$ cat config.mk
export PLATFORM = sky130hd
export DESIGN_NAME = mctd_front_flat
export DESIGN_NICKNAME = d
export VERILOG_FILES = /design/src/mctd_pkg.sv /design/src/mctd_if.sv /design/src/mctd_front.sv /design/src/flat_wrapper.sv
export SDC_FILE = /design/constraint.sdc
export NUM_CORES = 1
export LEC_CHECK = 0
export ABC_CLOCK_PERIOD_IN_PS = 2400
export BUFFER_PORTS_ARGS = -buffer_cell sky130_fd_sc_hd__buf_2
export CAP_MARGIN = 20
export CORE_MARGIN = 2
export CORE_UTILIZATION = 39
export CTS_CLUSTER_DIAMETER = 80
export DETAILED_ROUTE_END_ITERATION = 12
export GPL_ROUTABILITY_DRIVEN = 1
export PLACE_DENSITY = 0.86
export SLEW_MARGIN = 20
export SYNTH_ARGS = -nofsm -noshare
export SYNTH_HDL_FRONTEND = slang
export SYNTH_SLANG_ARGS = --single-unit
$ cat constraint.sdc
create_clock -name clk -period 2.4 [get_ports clk]
set_input_delay 0.36 -clock clk [delete_from_list [all_inputs] [get_ports clk]]
set_output_delay 0.36 -clock clk [all_outputs]
set_load 0.005 [all_outputs]
$ cat src/mctd_pkg.sv
// Package: shared types, constants and codes for the task dispatcher.
`default_nettype none
package mctd_pkg;

  localparam int CpuCountDef   = 8;
  localparam int QueueDepthDef = 16;
  localparam int TimeBitsDef   = 32;

  localparam logic [0:0] OpArrival   = 1'b0;
  localparam logic [0:0] OpDeparture = 1'b1;

  localparam logic [1:0] StOk       = 2'd0;
  localparam logic [1:0] StFull     = 2'd1;
  localparam logic [1:0] StIdleDep  = 2'd2;
  localparam logic [1:0] StBadCpu   = 2'd3;

  localparam logic [0:0] RegMode   = 1'b0;
  localparam logic [0:0] RegActive = 1'b1;

  localparam logic [47:0] Acc48Max = 48'hFFFF_FFFF_FFFF;

  typedef struct packed {
    logic [0:0]  opcode;
    logic [31:0] event_time;
    logic [15:0] task_id;
    logic [31:0] svc_ticks;
    logic [2:0]  target_cpu;
    logic [2:0]  cpu_index;
  } in_item_t;

  typedef struct packed {
    logic [1:0]  status;
    logic        started;
    logic [2:0]  start_cpu;
    logic [15:0] start_task;
    logic [32:0] departure_due;
    logic [31:0] completed_total;
    logic [47:0] turnaround_total;
    logic [47:0] busy_total;
    logic [63:0] queue_area;
    logic [7:0]  waiting_now;
  } out_item_t;

  typedef enum logic [1:0] {
    BkIdle,
    BkRead,
    BkEmit
  } bk_state_t;

endpackage
`default_nettype wire

$ cat src/mctd_if.sv
// Interface: valid/ready channel carrying one payload beat.
`default_nettype none
interface mctd_if #(parameter type payload_t = logic) ();
  logic     valid;
  logic     ready;
  payload_t data;
  modport source (output valid, output data, input ready);
  modport sink (input valid, input data, output ready);
endinterface
`default_nettype wire

$ cat src/mctd_front.sv
// Front end: two-entry input queue toward the back end.
`default_nettype none
module mctd_front (
  input  wire logic                clk,
  input  wire logic                rst_n,
  mctd_if.sink                     in_ch,
  output logic                     q_valid,
  output mctd_pkg::in_item_t       q_item,
  input  wire logic                q_pop
);
  mctd_pkg::in_item_t buf_r [2];
  logic [1:0] cnt_r, cnt_nxt;
  logic       rd_r, wr_r;
  logic       push;

  assign in_ch.ready = (cnt_r != 2'd2);
  assign push        = in_ch.valid && in_ch.ready;
  assign q_valid     = (cnt_r != 2'd0);
  assign q_item      = buf_r[rd_r];

  always_comb begin
    cnt_nxt = cnt_r + {1'b0, push} - {1'b0, q_pop};
  end

  always_ff @(posedge clk) begin
    if (!rst_n) begin
      cnt_r <= '0;
      rd_r  <= 1'b0;
      wr_r  <= 1'b0;
    end else begin
      cnt_r <= cnt_nxt;
      if (push) wr_r <= ~wr_r;
      if (q_pop) rd_r <= ~rd_r;
    end
    if (push) buf_r[wr_r] <= in_ch.data;
  end
endmodule
`default_nettype wire

$ cat src/flat_wrapper.sv
// flat-port wrapper written by rule: the top's interface ports become plain ports
module mctd_front_flat 
  (clk, rst_n, q_valid, q_item, q_pop, in_ch_valid, in_ch_data, in_ch_ready);
  mctd_if in_ch_i ();
  input  wire logic clk;
  input  wire logic rst_n;
  output logic q_valid;
  output mctd_pkg::in_item_t q_item;
  input  wire logic q_pop;
  input wire logic [$bits(in_ch_i.valid)-1:0] in_ch_valid;
  input wire logic [$bits(in_ch_i.data)-1:0] in_ch_data;
  output wire logic [$bits(in_ch_i.ready)-1:0] in_ch_ready;
  assign in_ch_i.valid = in_ch_valid;
  assign in_ch_i.data = in_ch_data;
  assign in_ch_ready = in_ch_i.ready;
  mctd_front u_core (.clk(clk), .rst_n(rst_n), .in_ch(in_ch_i), .q_valid(q_valid), .q_item(q_item), .q_pop(q_pop));
endmodule
==> flow_summary.yaml <==
yosys:
  main_combinational_cell_family_by_area_after_synthesis: "buffers and inverters"
  synth-seq-area-share_pct: 16.5
  fraction_of_the_mapped_netlist_area_in_adder_cells_pct: 1.29
  synth.ff_latch_count: 7
  synth.mux.area_fraction_pct: 3.23
  synth.distinct_cells: 21
  synth-simple-area-share_pct: 7.49
  yosysTopAreaCell: "sky130_fd_sc_hd__buf_4"
  mappedNetlistArea_um2: 968
  synthesized_area_divided_by_synthesized_cell_count_um2: 8.14
  synth_xor_area_share_pct: 0.904
  synth_top_cell_area_share_pct: 66.7
  yosys_warnings: 0
  synth-compound-area-share_pct: 1.55
  synth_area_leaders: "sky130_fd_sc_hd__buf_4 (67%), sky130_fd_sc_hd__dfxtp_1 (10%), sky130_fd_sc_hd__edfxtp_1 (6.2%), sky130_fd_sc_hd__mux2i_1 (2.1%), sky130_fd_sc_hd__inv_1 (1.9%)"
  syn-instance-count: 119
clocking:
  cts_post_setup_buffers_inserted: 0
  cts_tree: "done"
  clock_tree.htree_level_count: 1
  cts_hold_repair.buffers: 0
  ctsRootBufferMaster: "sky130_fd_sc_hd__clkbuf_4"
  cts.reportedPaths.clkPinSlew_ps: 60
  cts.sinks: 7
  max-clock-path-buffers: 2
  cts_resized: 0
  cts-buffers-inserted: 3
  worstSkewPairLatency_ps: 250
sta:
  setup_ws_ps: 966
  timing.final.crit_period_ps: 1430
  fmaxAchievable_ghz: 0.697
  fin_skew_ps: 3.47
  final.period_utilization_pct: 59.8
  final.setup.tns_ps: 0
  slew_violations: 0
  rsz0062_at_grt: "no"
  setup_viol: 0
  timing_hold_violations_final: 0
layout:
  filler_cell_count: 257
  final_area_um2: 742
  drive_above_1_share_pct: 10.9
  mostFrequentLayoutCells: "sky130_fd_sc_hd__conb_1 (86), sky130_fd_sc_hd__buf_2 (7), sky130_fd_sc_hd__inv_1 (5), sky130_fd_sc_hd__dfxtp_1 (5), sky130_fd_sc_hd__clkbuf_4 (3)"
  fin_util_pct: 30.8
  finalNetCount: 136
  multi_input_area_um2: 463
  seq_area_um2: 160
  mostFrequentLayoutCell: "sky130_fd_sc_hd__conb_1"
  synthToLayoutAreaGrowth_pct: -23.4
  antenna-diode-count: 0
routing:
  detailedRoute.firstIterationViolations: 1
  detail_route.wl_per_cell_um: 5.33
  drt-pass1-iter-count: 4
  drt-total-wl_um: 847
  drc: 0
  postRouteAntennaNets: 0
  via_count: 465
  vias_per_cell: 2.92
setup_path:
  endpoint_kind: "flip-flop"
  number_of_cell_instances_on_the_worst_register_to_register_path: 5
  crit_top_cell: "sky130_fd_sc_hd__mux2i_1"
  critical_path.max_fanout: 4
  critPathRequiredTime_ps: 2580
  slowest_stage_cell_crit_path: "sky130_fd_sc_hd__dfxtp_1"
  worstPathCellList: "inv_1 -> ha_1 -> nor2b_1 -> mux2i_1 -> mux2i_1"
  slowest_delay_ps: 400
  worstSetupPathType: "flip-flop to flip-flop"
  timing.critical_path.arrival_ps: 1610
  start_kind: "flip-flop"
global_route:
  grt_start_max_net_pins: 6
  total_grt_usage_pct: 5.33
  number_of_antenna_violations_at_the_first_check_in_global_routing: 0
  first_global_vias: 273
  gr-total-overflow: 0
  global_route_wire_length_before_repair_um: 1030
floorplan:
  floorplan.die_area_mm2: 0.00290
  placement_rows: 18
  initial_utilization_pct: 40.2
  chipWidth_um: 53.8
  floorplan.die.height_um: 53.8
  io-pin-count: 94
  core-area_mm2: 0.00241
status:
  status: "completed"
place:
  post-dp-hpwl_um: 801
  port_buffers: 7
  post-place-ws_ps: 942
  finalWeightedCongestion: 0.656
  post_dp_cell_area_um2: 714
min_path:
  holdPathStages: 1
  worstHoldPathType: "primary input to flip-flop"
power_and_ir_drop:
  total_power_uw: 346
  p_leak_uw: 0.000464
  ir_drop_mv: 0.170
  power.density_mw_per_mm2: 466
job:
  timing.max_cap.violations: 0
==> area by class of cell <==
cell class              count  area share, %
multi-input cells         106           62.4
clock inverters             1          0.675
inverters                   5           2.53
repair buffers              7           4.72
well taps                  30           5.06
clock buffers               3           3.04
flip-flops and latches      7           21.6
==> worst paths after layout <==
| path | endpoint | start | slack, ps |
|---|---|---|---|
| max | u_core.cnt_r[1] | u_core.cnt_r[0] | 970 |
| min | u_core.buf_r[1] | in_ch_data | 290 |
| max reg2reg | u_core.cnt_r[1] | u_core.cnt_r[0] | 970 |
| min reg2reg | u_core.wr_r | u_core.wr_r | 490 |
==> per-stage QoR <==
step,hold WS [ps],cells
after floorplan,458,204
after global placement,468,155
after detailed placement,481,155
after CTS,287,159
after global routing,276,159
final,294,159
==> routing by layer <==
metal	vias up	wire (um)	global-route usage, %
li1	215	-	-
met1	197	236	4.23
met2	51	430	9.15
met3	2	171	1.94
met4	0	8	6.41
met5	-	0	0
==> cells in the mapped netlist <==
master,number
sky130_fd_sc_hd__ha_1,1
sky130_fd_sc_hd__nor2b_4,1
sky130_fd_sc_hd__a21oi_1,1
sky130_fd_sc_hd__xnor2_1,1
sky130_fd_sc_hd__and3_1,1
sky130_fd_sc_hd__nor3_1,1
sky130_fd_sc_hd__nand2b_1,1
sky130_fd_sc_hd__mux2_2,1
sky130_fd_sc_hd__or3_1,1
sky130_fd_sc_hd__or2_2,1
sky130_fd_sc_hd__o21ai_0,2
sky130_fd_sc_hd__conb_1,1
sky130_fd_sc_hd__nor2_1,2
sky130_fd_sc_hd__inv_1,5
sky130_fd_sc_hd__buf_4,86
sky130_fd_sc_hd__edfxtp_1,2
sky130_fd_sc_hd__dfxtp_1,5
sky130_fd_sc_hd__nor3b_1,1
sky130_fd_sc_hd__nor2b_1,1
sky130_fd_sc_hd__nand2_1,2
sky130_fd_sc_hd__mux2i_1,2
==> logic make-up after synthesis <==
| kind of cell | count (synthesis) |
|---|---|
| other | 1 |
| flip-flops | 7 |
| AO/OA/AOI/OAI | 3 |
| buffers and inverters | 91 |
| adder cells (fa/ha/maj) | 1 |
| AND/OR/NAND/NOR | 12 |
| XOR/XNOR | 1 |
| multiplexers | 3 |
==> report_power, final <==
part	switching, uW	total [uW]	internal, uW
clock network	45.1	106	60.9
registers	9.07	145	136
logic	60.1	94.9	34.8
total	114	346	232
==> worst max-delay path, delay by kind of cell (launching register included) <==
kind	cells	cell delay, ps
muxes	2	430
adders and majority gates	1	310
and+or+nand+nor	1	160
DFF	1	400
buffers and inverters	1	60
No activity file was read; power rests on OpenSTA's default activity.
